$ cat config.mk
export PLATFORM = sky130hd
export DESIGN_NAME = text_field_cut_filter_unit
export DESIGN_NICKNAME = d
export VERILOG_FILES = /design/src/rtl/tfc_pkg.sv /design/src/rtl/text_field_cut_filter_unit.sv /design/src/rtl/tfc_select.sv
export SDC_FILE = /design/constraint.sdc
export NUM_CORES = 2
export LEC_CHECK = 0
export BUFFER_PORTS_ARGS = -buffer_cell sky130_fd_sc_hd__buf_2
export CAP_MARGIN = 20
export CELL_PAD_IN_SITES_DETAIL_PLACEMENT = 2
export CELL_PAD_IN_SITES_GLOBAL_PLACEMENT = 2
export CORE_UTILIZATION = 36
export DETAILED_ROUTE_END_ITERATION = 6
export GPL_TIMING_DRIVEN = 0
export PLACE_DENSITY_LB_ADDON = 0.12
export REMOVE_ABC_BUFFERS = 1
export SLEW_MARGIN = 20
export SYNTH_ARGS = -nofsm -noshare
export SYNTH_HDL_FRONTEND = slang
export SYNTH_HIERARCHICAL = 1
export SYNTH_SLANG_ARGS = --single-unit
$ cat constraint.sdc
create_clock -name i_clk -period 6.6 [get_ports i_clk]
set_input_delay 0.66 -clock i_clk [delete_from_list [all_inputs] [get_ports i_clk]]
set_output_delay 0.66 -clock i_clk [all_outputs]
set_load 0.01 [all_outputs]
$ cat src/rtl/tfc_pkg.sv
package tfc_pkg;

    // configuration register indexes
    localparam logic [2:0] CFG_MODE        = 3'd0;
    localparam logic [2:0] CFG_FIELD_INDEX = 3'd1;
    localparam logic [2:0] CFG_DELIMITERS  = 3'd2;
    localparam logic [2:0] CFG_PATTERN     = 3'd3;
    localparam logic [2:0] CFG_FOLD_CASE   = 3'd4;
    localparam logic [2:0] CFG_SKIP_OFFSET = 3'd5;
    localparam logic [2:0] CFG_TAKE_LENGTH = 3'd6;

    // operating modes (code 3 behaves as whole line)
    localparam logic [1:0] MODE_LINE  = 2'd0;
    localparam logic [1:0] MODE_FIELD = 2'd1;
    localparam logic [1:0] MODE_RAW   = 2'd2;

    // register widths
    localparam int CFG_IDX_W  = 3;
    localparam int CFG_DATA_W = 64;
    localparam int FIELD_W    = 16;
    localparam int LINE_POS_W = 32;
    localparam int RAW_POS_W  = 64;

    // defaults for the top level parameters
    localparam int MATCH_MAX_DEF = 8;
    localparam int DELIM_MAX_DEF = 4;

    localparam logic [31:0] DELIM_RESET = 32'd44;
    localparam logic [7:0]  LINE_FEED   = 8'd10;

    // control from the top level to the select unit
    typedef struct packed {
        logic en;
        logic clr;
        logic field_mode;
        logic delim;
    } t_sel_ctrl;

    // ascii upper-case fold when enabled
    function automatic logic [7:0] f_fold(input logic [7:0] b, input logic en);
        logic [7:0] r;
        r = b;
        if (en && b >= 8'd97 && b <= 8'd122) begin
            r = b - 8'd32;
        end
        return r;
    endfunction

endpackage

$ cat src/rtl/text_field_cut_filter_unit.sv
// an accepted request passes from the input register to the output register
// throughput: one request per cycle while the output is free; a pattern match
//   replays the matched bytes through the field and range unit, one per cycle
//   while the output is free, and the input register holds the next request
// reset: synchronous, active low; clears line and stream state and loads
//   register defaults (comma delimiter, matching off, no range limit)
module text_field_cut_filter_unit
    import tfc_pkg::*;
#(
    parameter int MATCH_MAX = MATCH_MAX_DEF,
    parameter int DELIM_MAX = DELIM_MAX_DEF
) (
    input  logic                  i_clk,
    input  logic                  i_rst_n,
    input  logic                  s_tvalid,
    output logic                  s_tready,
    input  logic [7:0]            s_tdata,   // data_byte
    input  logic [0:0]            s_tuser,   // op
    output logic                  m_tvalid,
    input  logic                  m_tready,
    output logic [7:0]            m_tdata,   // out_byte
    output logic                  m_tlast,
    input  logic                  i_cfg_we,
    input  logic [CFG_IDX_W-1:0]  i_cfg_idx,
    input  logic [CFG_DATA_W-1:0] i_cfg_data
);

    localparam int LEN_W = $clog2(MATCH_MAX + 1);
    localparam int IDX_W = (MATCH_MAX > 1) ? $clog2(MATCH_MAX) : 1;

    // configuration registers
    logic [1:0]            r_mode;
    logic [FIELD_W-1:0]    r_field_idx;
    logic [31:0]           r_delim;
    logic [63:0]           r_pat;
    logic                  r_fold;
    logic [RAW_POS_W-1:0]  r_off;
    logic [RAW_POS_W-1:0]  r_len;

    // input register
    logic       r_in_vld, n_in_vld;
    logic       r_in_op;
    logic [7:0] r_in_byte;

    // match window and replay buffer
    logic [7:0]       r_win [MATCH_MAX];
    logic [7:0]       n_win [MATCH_MAX];
    logic [LEN_W-1:0] r_seen, n_seen;
    logic             r_match, n_match;
    logic             r_burst_act, n_burst_act;
    logic [LEN_W-1:0] r_burst_idx, n_burst_idx;
    logic [LEN_W-1:0] r_burst_len, n_burst_len;
    logic [7:0]       r_buf [MATCH_MAX];
    logic [7:0]       n_buf [MATCH_MAX];
    logic             r_hold_vld, n_hold_vld;
    logic [7:0]       r_hold_byte, n_hold_byte;

    // output register and raw position
    logic                 r_out_vld, n_out_vld;
    logic [7:0]           r_out_byte, n_out_byte;
    logic                 r_out_last, n_out_last;
    logic [RAW_POS_W-1:0] r_spos, n_spos;
    logic [RAW_POS_W-1:0] spos_rel;

    logic             out_free, item_go, burst_go, burst_sel, burst_end;
    logic             is_raw, line_data, line_eol, direct, scan, raw_put;
    logic [LEN_W-1:0] plen;
    logic             plen_live;
    logic             delim_hit, delim_live;
    logic [7:0]       sel_byte;
    logic [7:0]       win_new [MATCH_MAX];
    logic [LEN_W-1:0] seen_new;
    logic             hit;
    logic             sel_put, emitted;
    t_sel_ctrl        sel_ctrl;

    // configuration writes
    always_ff @(posedge i_clk) begin
        if (!i_rst_n) begin
            r_mode      <= MODE_LINE;
            r_field_idx <= '0;
            r_delim     <= DELIM_RESET;
            r_pat       <= '0;
            r_fold      <= 1'b0;
            r_off       <= '0;
            r_len       <= '0;
        end else if (i_cfg_we) begin
            unique case (i_cfg_idx)
                CFG_MODE:        r_mode      <= i_cfg_data[1:0];
                CFG_FIELD_INDEX: r_field_idx <= i_cfg_data[FIELD_W-1:0];
                CFG_DELIMITERS:  r_delim     <= i_cfg_data[31:0];
                CFG_PATTERN:     r_pat       <= i_cfg_data;
                CFG_FOLD_CASE:   r_fold      <= i_cfg_data[0];
                CFG_SKIP_OFFSET: r_off       <= i_cfg_data;
                CFG_TAKE_LENGTH: r_len       <= i_cfg_data;
                default: ;
            endcase
        end
    end

    // handshake and step selection
    assign out_free  = !r_out_vld || m_tready;
    assign item_go   = r_in_vld && !r_burst_act && out_free;
    assign burst_go  = r_burst_act && out_free;
    assign burst_sel = burst_go && (r_burst_idx != r_burst_len);
    assign burst_end = burst_go && (r_burst_idx == r_burst_len);
    assign is_raw    = (r_mode == MODE_RAW);
    assign line_data = item_go && !is_raw && !r_in_op;
    assign line_eol  = item_go && !is_raw && r_in_op;
    assign direct    = line_data && (plen == '0 || r_match);
    assign scan      = line_data && plen != '0 && !r_match;
    assign s_tready  = !r_in_vld || item_go;

    // pattern length: bytes up to the first zero
    always_comb begin
        plen      = '0;
        plen_live = 1'b1;
        for (int i = 0; i < MATCH_MAX; i++) begin
            if (plen_live && r_pat[8*i +: 8] != 8'd0) begin
                plen = LEN_W'(i + 1);
            end else begin
                plen_live = 1'b0;
            end
        end
    end

    // byte fed to the select unit
    assign sel_byte = burst_sel ? r_buf[r_burst_idx[IDX_W-1:0]] : r_in_byte;

    // delimiter test, list ends at a zero byte
    always_comb begin
        delim_hit  = 1'b0;
        delim_live = 1'b1;
        for (int i = 0; i < DELIM_MAX; i++) begin
            if (r_delim[8*i +: 8] == 8'd0) begin
                delim_live = 1'b0;
            end else if (delim_live && r_delim[8*i +: 8] == sel_byte) begin
                delim_hit = 1'b1;
            end
        end
    end

    assign sel_ctrl.en         = burst_sel || direct;
    assign sel_ctrl.clr        = line_eol;
    assign sel_ctrl.field_mode = (r_mode == MODE_FIELD);
    assign sel_ctrl.delim      = delim_hit;

    tfc_select u_select (
        .i_clk         (i_clk),
        .i_rst_n       (i_rst_n),
        .i_ctrl        (sel_ctrl),
        .i_field_index (r_field_idx),
        .i_off         (r_off[LINE_POS_W-1:0]),
        .i_len         (r_len[LINE_POS_W-1:0]),
        .o_put         (sel_put),
        .o_emitted     (emitted)
    );

    // shifted window and pattern compare
    always_comb begin
        for (int i = 0; i < MATCH_MAX - 1; i++) begin
            win_new[i] = r_win[i + 1];
        end
        win_new[MATCH_MAX-1] = r_in_byte;
        seen_new = (r_seen != LEN_W'(MATCH_MAX)) ? r_seen + 1'b1 : r_seen;
        hit      = (seen_new >= plen);
        for (int i = 0; i < MATCH_MAX; i++) begin
            if (i < int'(plen)) begin
                if (f_fold(win_new[IDX_W'(MATCH_MAX - int'(plen) + i)], r_fold) !=
                    f_fold(r_pat[8*i +: 8], r_fold)) begin
                    hit = 1'b0;
                end
            end
        end
    end

    // raw stream range
    assign spos_rel = r_spos - r_off;
    assign raw_put  = item_go && is_raw && !r_in_op && r_spos >= r_off &&
                      (r_len == '0 || spos_rel < r_len);

    // next state of window, replay and output
    always_comb begin
        n_win       = r_win;
        n_seen      = r_seen;
        n_match     = r_match;
        n_buf       = r_buf;
        n_burst_act = r_burst_act;
        n_burst_idx = r_burst_idx;
        n_burst_len = r_burst_len;
        n_hold_vld  = r_hold_vld;
        n_hold_byte = r_hold_byte;
        n_out_vld   = r_out_vld && !m_tready;
        n_out_byte  = r_out_byte;
        n_out_last  = r_out_last;
        n_spos      = r_spos;

        // window scan until the pattern is found
        if (scan) begin
            n_win  = win_new;
            n_seen = seen_new;
            if (hit) begin
                n_match     = 1'b1;
                n_burst_act = 1'b1;
                n_burst_idx = '0;
                n_burst_len = plen;
                for (int i = 0; i < MATCH_MAX; i++) begin
                    if (i < int'(plen)) begin
                        n_buf[i] = win_new[IDX_W'(MATCH_MAX - int'(plen) + i)];
                    end
                end
            end
        end

        // end of line clears line state
        if (line_eol) begin
            n_seen  = '0;
            n_match = 1'b0;
            if (emitted) begin
                n_out_vld  = 1'b1;
                n_out_byte = LINE_FEED;
                n_out_last = 1'b1;
            end
        end

        // replay: a byte is held until the next one shows whether it is last
        if (burst_sel) begin
            n_burst_idx = r_burst_idx + 1'b1;
            if (sel_put) begin
                if (r_hold_vld) begin
                    n_out_vld  = 1'b1;
                    n_out_byte = r_hold_byte;
                    n_out_last = 1'b0;
                end
                n_hold_vld  = 1'b1;
                n_hold_byte = sel_byte;
            end
        end

        if (burst_end) begin
            n_burst_act = 1'b0;
            n_hold_vld  = 1'b0;
            if (r_hold_vld) begin
                n_out_vld  = 1'b1;
                n_out_byte = r_hold_byte;
                n_out_last = 1'b1;
            end
        end

        // single byte through the select unit
        if (direct && sel_put) begin
            n_out_vld  = 1'b1;
            n_out_byte = r_in_byte;
            n_out_last = 1'b1;
        end

        // raw stream position
        if (item_go && is_raw) begin
            if (r_in_op) begin
                n_spos = '0;
            end else if (r_spos != '1) begin
                n_spos = r_spos + 1'b1;
            end
        end

        if (raw_put) begin
            n_out_vld  = 1'b1;
            n_out_byte = r_in_byte;
            n_out_last = 1'b1;
        end
    end

    // input register
    always_comb begin
        n_in_vld = r_in_vld;
        if (s_tvalid && s_tready) begin
            n_in_vld = 1'b1;
        end else if (item_go) begin
            n_in_vld = 1'b0;
        end
    end

    always_ff @(posedge i_clk) begin
        if (s_tvalid && s_tready) begin
            r_in_op   <= s_tuser[0];
            r_in_byte <= s_tdata;
        end
    end

    // payload registers
    always_ff @(posedge i_clk) begin
        r_win       <= n_win;
        r_buf       <= n_buf;
        r_burst_idx <= n_burst_idx;
        r_burst_len <= n_burst_len;
        r_hold_byte <= n_hold_byte;
        r_out_byte  <= n_out_byte;
        r_out_last  <= n_out_last;
    end

    // control registers
    always_ff @(posedge i_clk) begin
        if (!i_rst_n) begin
            r_in_vld    <= 1'b0;
            r_seen      <= '0;
            r_match     <= 1'b0;
            r_burst_act <= 1'b0;
            r_hold_vld  <= 1'b0;
            r_out_vld   <= 1'b0;
            r_spos      <= '0;
        end else begin
            r_in_vld    <= n_in_vld;
            r_seen      <= n_seen;
            r_match     <= n_match;
            r_burst_act <= n_burst_act;
            r_hold_vld  <= n_hold_vld;
            r_out_vld   <= n_out_vld;
            r_spos      <= n_spos;
        end
    end

    assign m_tvalid = r_out_vld;
    assign m_tdata  = r_out_byte;
    assign m_tlast  = r_out_last;

    // a held replay byte only exists inside a replay
    a_hold_in_burst: assert property (@(posedge i_clk) disable iff (!i_rst_n)
        r_hold_vld |-> r_burst_act)
        else $error("held byte outside of a replay");

    // replay index never runs past the pattern length
    a_burst_idx: assert property (@(posedge i_clk) disable iff (!i_rst_n)
        r_burst_act |-> (r_burst_idx <= r_burst_len && r_burst_len != '0))
        else $error("replay index out of range");

    // a replay only follows a pattern match
    a_burst_match: assert property (@(posedge i_clk) disable iff (!i_rst_n)
        r_burst_act |-> r_match)
        else $error("replay without match");

    // the closing replay step drains the held byte and ends the replay
    a_burst_close: assert property (@(posedge i_clk) disable iff (!i_rst_n)
        burst_end |=> (!r_burst_act && !r_hold_vld))
        else $error("replay did not close");

endmodule

$ cat src/rtl/tfc_select.sv
module tfc_select
    import tfc_pkg::*;
(
    input  logic                  i_clk,
    input  logic                  i_rst_n,
    input  t_sel_ctrl             i_ctrl,
    input  logic [FIELD_W-1:0]    i_field_index,
    input  logic [LINE_POS_W-1:0] i_off,
    input  logic [LINE_POS_W-1:0] i_len,
    output logic                  o_put,
    output logic                  o_emitted
);

    logic [FIELD_W-1:0]    r_cur_field, n_cur_field;
    logic                  r_closed, n_closed;
    logic [LINE_POS_W-1:0] r_pos, n_pos;
    logic                  r_emitted, n_emitted;
    logic                  take;
    logic [LINE_POS_W-1:0] rel;

    assign rel = r_pos - i_off;

    // field tracking and byte range check for one line byte
    always_comb begin
        o_put       = 1'b0;
        take        = 1'b0;
        n_cur_field = r_cur_field;
        n_closed    = r_closed;
        n_pos       = r_pos;
        n_emitted   = r_emitted;
        if (i_ctrl.clr) begin
            n_cur_field = '0;
            n_closed    = 1'b0;
            n_pos       = '0;
            n_emitted   = 1'b0;
        end else if (i_ctrl.en) begin
            take = 1'b1;
            if (i_ctrl.field_mode) begin
                if (r_cur_field < i_field_index) begin
                    take = 1'b0;
                    if (i_ctrl.delim) begin
                        n_cur_field = r_cur_field + 1'b1;
                    end
                end else if (r_closed) begin
                    take = 1'b0;
                end else if (i_ctrl.delim) begin
                    take     = 1'b0;
                    n_closed = 1'b1;
                end
            end
            if (take) begin
                if (r_pos != '1) begin
                    n_pos = r_pos + 1'b1;
                end
                if (r_pos >= i_off && (i_len == '0 || rel < i_len)) begin
                    o_put     = 1'b1;
                    n_emitted = 1'b1;
                end
            end
        end
    end

    always_ff @(posedge i_clk) begin
        if (!i_rst_n) begin
            r_cur_field <= '0;
            r_closed    <= 1'b0;
            r_pos       <= '0;
            r_emitted   <= 1'b0;
        end else begin
            r_cur_field <= n_cur_field;
            r_closed    <= n_closed;
            r_pos       <= n_pos;
            r_emitted   <= n_emitted;
        end
    end

    assign o_emitted = r_emitted;

endmodule

======== Word-level counts from Yosys, hierarchy flattened ========
Cells that the tools add are included.
operators by class
  bitwise gates (word level) .............. 11
  multiplexer cells ....................... 147
  equal/unequal tests ..................... 25
  add/sub/neg operators ................... 31
  $lt $le $gt $ge ......................... 55
  reduce and logical (&&, ||, !) cells .... 121
operators by type and width
  operator                 number
  $mux W8                  60
  $bmux W8 S3              9
  $ge A8 B7 Y1 const B     16
  $le A8 B7 Y1 const B     16
  $mux W64                 2
  $sub A8 B6 Y8 const B    16
  $mux W1                  65
  $add A64 B1 Y64 const B  1
  $ge A64 B64 Y1           1
  $logic_not A64 Y1        1
  $lt A64 B64 Y1           1
  $ne A64 B64 Y1 const B   1
  $ne A8 B8 Y1             8
  $reduce_bool A8 Y1       8
  $sub A64 B64 Y64         1
  $logic_and A1 B1 Y1      61
  $mux W4                  11
  $reduce_and A3 Y1        11
  $add A32 B1 Y32 const B  1
  $eq A8 B8 Y1             4
  $ge A3 B4 Y1 const B     8
  $ge A32 B32 Y1           1
  $logic_not A32 Y1        1
  $logic_not A8 Y1         4
  other kinds (35)         82
word-level totals
  bits in registers ....................... 520

======== Depth between registers and ports, before layout ========
  word-level depth ........................ 46
  mapped depth ............................ 32

======== Hierarchy ========
The synthesis kept the hierarchy.
modules (own cells, without submodules)
  module                      times used  area an instance (µm²)  cells each  sequential area each (µm²)
  text_field_cut_filter_unit  1           28807.6                 3393        10860.4
  tfc_select                  1           5652.9                  758         1001.0

======== Worst setup path after synthesis ========
OpenSTA, ideal clock, no wires.
  kind .................................... flip-flop to flip-flop
  start point ............................. reg r_pat[48]
  end point ............................... reg r_buf[24] (netlist name) (enable)
  required time ........................... 6227 ps
  buffers on the path ..................... 7
  data arrival time ....................... 6624 ps
  cell stages (with the launch flop) ...... 25
  path slack .............................. -397 ps
  cell sequence ........................... dfxtp_1 or4_1 or3_1 a211oi_1 a211o_1 buf_6 buf_2 buf_2 buf_2 ha_1 clkbuf_1 inv_1 a21oi_1 nor2_1 buf_2 mux2_2 a221oi_1 and4bb_2 a41oi_1 xnor2_1 nor3_1 a31oi_1 or4_4 buf_6 a211oi_2
between the ends
  cells in the longest elaborated chain, start to end .. 33
RTL lines
  what                                                                   line                               RTL
  start, declared                                                        text_field_cut_filter_unit.sv:35   logic [63:0] r_pat;
  start signal, assigned                                                 text_field_cut_filter_unit.sv:92   CFG_PATTERN: r_pat <= i_cfg_data;
  parallel branches: the longest is 32 deep, another holds $ge A8 B7 Y1  n/a
  $reduce_and A3 Y1 (no line) *                                          n/a
  end signal, assigned                                                   text_field_cut_filter_unit.sv:293  r_buf <= n_buf;
  end, declared                                                          text_field_cut_filter_unit.sv:53   logic [7:0] r_buf [MATCH_MAX];
Every way passes the cells marked *. The select of a mux whose other input is x is not followed.
A chain may end at the register's enable or synchronous reset.

======== Worst setup path in the final report ========
  start point ............................. reg r_pat[0]
  end point ............................... reg r_buf[28] (netlist name) (enable)
between the ends
  cells in the longest elaborated chain, start to end .. 44
RTL lines
  what
  parallel branches: the longest is 43 deep, another holds $reduce_bool A8 Y1
  $reduce_and A3 Y1 (no line) *
Marks and branches as above.

==> impl_metrics.ini <==
[global_route]
overflow = 0
grt_pass1_vias = 34400
grt_use_total_pct = 28.5
antenna_found_initial = 6
grt_pass1_wl_um = 214000
grt_max_degree = 112

[drt]
drt-pass1-iter-count = 7
post_drt_wl_per_cell_um = 26.0
viasPerCell = 5.88
vias = 32900
final_antenna_net_count = 0
drtIter0Drc = 2459
drc_errors = 0
wirelength_um = 146000

[cells_and_area]
area_growth_pct = 19.9
final_nets = 4600
drive_gt1_share_pct = 14.9
fillCellCount = 10400
regArea_um2 = 11900
layout.cells.non_filler = 5599
multi_input_area_um2 = 21900
final_util_pct = 43.5

[setup_path]
r2r-end = r_buf[28]
r2r_start = r_pat[0]
endpoint = r_buf[28]
crit_path_end_kind = flop
path_class = reg -> reg
cp_max_fo = 50
r2r_setup_slack_ps = -130
setup.worst_path.start = r_pat[0]
worstPathRequired_ps = 6980
startpoint_type = flop
reg2reg_depth = 21
arrival_ps = 7100

[pwr]
p_comb_share_pct = 30.0
p_seq_share_pct = 32.6
power.density_nw_per_um2 = 257
ir_drop_mv = 0.159
p_clk_share_pct = 37.4
switching_share_pct = 33.8
p_sw_uw = 3590
power.internal_uw = 7030
p_leak_uw = 0.0157

[clock_network]
clockBufferDepth = 3
cts_buffers = 69
cts.sinks = 520
hold_buffers = 0
htree_levels = 3
cts_tree = done
clk_pin_slew_worst_paths_ps = 60
cts_root_buf = clkbuf_16
clock_latency_ps = 660

[sta]
worst_pin_slew_ps = 1050
slew_violations = 0
post-route-min-period_ps = 6730
max_slew_margin_pct = 29.4
fmax_mhz = 149
finalCritPeriodShare_pct = 102
hold_viol = 0
layout_setup_ws_ps = -129
grt_setup_unrepaired = true
final-setup-viol-count = 54
fin_worst_skew_ps = 39.9

[synth]
syn_inst = 4151
yosysWarnings = 6
synth_async_sr_flop_share_pct = 0
synth_ff_type = dfxtp_1
synth_edf_count = 145
synth.distinct_cells = 88
syn_avg_cell_area_um2 = 8.30
ys_ff_latch = 520
ys_seq_area_share_pct = 34.4
syn_area_um2 = 34500

[place]
gp_congestion = 0.882
dpl.hpwl_um = 100000
dp.cells = 5348
port_buffers = 91

[floorplanning]
std_cell_rows = 113
core-area_um2 = 94900
die_y_um = 311
die_w_um = 311
pin_count = 92
start_util_pct = 36.3
dieArea_um2 = 97000

[run_status]
violations = setup timing
status = complete, but fails checks

[min_path]
hold_path_class = in -> reg

[job]
maxCapViolCount = 0
[layer usage]
layer | vias to the layer above | GRT usage, % | share of wire [%]
li1 | 15000 | - | -
met5 | - | 0 | 0.0089
met4 | 2 | 10.4 | 3.9
met3 | 312 | 3.67 | 4.6
met2 | 899 | 48.5 | 48
met1 | 16700 | 36.7 | 43
[stage by stage]
| stage | area, um^2 | setup slack (ps) | hold WS [ps] | total power [uW] | setup TNS [ps] |
|---|---|---|---|---|---|
| finish | 41300 | -129 | 183 | 10600 | -2470 |
| global route | 41300 | -182 | 176 | 11000 | -9990 |
| CTS | 40300 | -146 | 158 | 10400 | -666 |
| detailed placement | 36500 | -3220 | 448 | 6100 | -246530 |
| global placement | 35700 | -6080 | 433 | 5940 | -824530 |
| floorplan | 33700 | -2390 | 420 | 5150 | -178600 |
[flip-flops by register name (all words and copies together), names as in the netlist, 2 cells and up]
| name | count |
|---|---|
| r_win | 56 |
| r_seen | 4 |
| r_off | 64 |
| r_len | 64 |
| r_delim | 32 |
| r_in_byte | 8 |
| m_tdata | 8 |
| r_buf | 64 |
| u_select/r_cur_field | 16 |
| r_burst_idx | 4 |
| r_spos | 64 |
| r_field_idx | 16 |
| r_pat | 64 |
| r_burst_len | 4 |
| u_select/r_pos | 32 |
| r_hold_byte | 8 |
| r_mode | 2 |
[synthesized netlist by cell type, types with 109 or more instances]
| cell type | number | area share (%) |
|---|---|---|
| a21oi_1 | 441 | 6.4 |
| clkbuf_1 | 157 | 1.7 |
| dfxtp_1 | 375 | 22 |
| edfxtp_1 | 145 | 13 |
| ha_1 | 234 | 8.5 |
| inv_1 | 335 | 3.6 |
| nand2_1 | 719 | 7.8 |
| nand3_1 | 116 | 1.7 |
| nor2_1 | 187 | 2.0 |
| o21ai_0 | 109 | 1.6 |
| xnor2_1 | 149 | 3.8 |
| xor2_1 | 114 | 2.9 |
[critical path, stage by stage, from the launching register on]
cell and delay, ps:
dfxtp_4 360, or4_4 540, or3_4 440, and4_4 220
a211o_4 360, buf_4 150, buf_12 140, clkinv_16 150
ha_2 270, xnor3_2 420, buf_12 200, mux2i_1 140
or4_4 640, buf_4 190, o211ai_1 230, nand2_1 130
mux2i_2 210, a32oi_2 210, o2111ai_2 190, or4_4 670
a211oi_4 340, buf_12 180
[cell families after synthesis]
family | Yosys count | synth area share, %
AND/OR/NAND/NOR | 1486 | 20.3
AO/OA/AOI/OAI | 930 | 16.4
buffers and inverters | 528 | 5.99
flip-flops | 520 | 34.4
XOR/XNOR | 265 | 6.82
adder cells (fa/ha/maj) | 236 | 8.61
multiplexers | 186 | 7.38
[power by group through the flow]
stage               clock (uW)  combinational (uW)  sequential (uW)
detailed placement           0                2570             3530
finish                    3970                3180             3460
floorplan                    0                1640             3510
global route              4160                3370             3470
global placement             0                2410             3530
CTS                       4040                2850             3460
[final cells by class]
type	instances	share of cell area, %
Multi-Input combinational cell	3107	53.1
Sequential cell	520	28.8
Timing Repair Buffer	246	5.43
Clock buffer	95	4.79
Tap cell	1265	3.83
Inverter	337	3.24
Clock inverter	26	0.791
Timing Repair inverter	2	0.0363
Antenna cell	1	0.00606
[worst min-delay path by stage]
stage	from	to	slack, ps	cells past startpoint
final	s_tdata[3]	r_in_byte[3]	180	1
after global routing	s_tdata[3]	r_in_byte[3]	180	1
after CTS	s_tdata[3]	r_in_byte[3]	160	1
after detailed placement	r_match	r_match	450	2
after global placement	r_match	r_match	430	2
after floorplan	u_select/o_emitted	u_select/o_emitted	420	2
[cell usage in the layout (no fill, tap or decap), types with 56 or more instances in the layout]
master	count
xor2_1	112
buf_4	109
xnor2_1	148
nand2_1	713
nor4_1	56
nand3_1	110
inv_1	326
edfxtp_1	145
a21oi_1	425
mux2i_1	90
buf_2	91
clkbuf_16	75
a21o_1	95
ha_1	225
nor2_1	171
dfxtp_1	368
o21ai_0	90
nand4_1	90
[repair_timing]
action                     CTS  global route
setup buffers               64            55
resized for setup          175           100
pin swaps                   55            58
gates cloned                 8             3
setup endpoints to repair   96            83
Note: power is estimated with default switching activity, not from simulation.
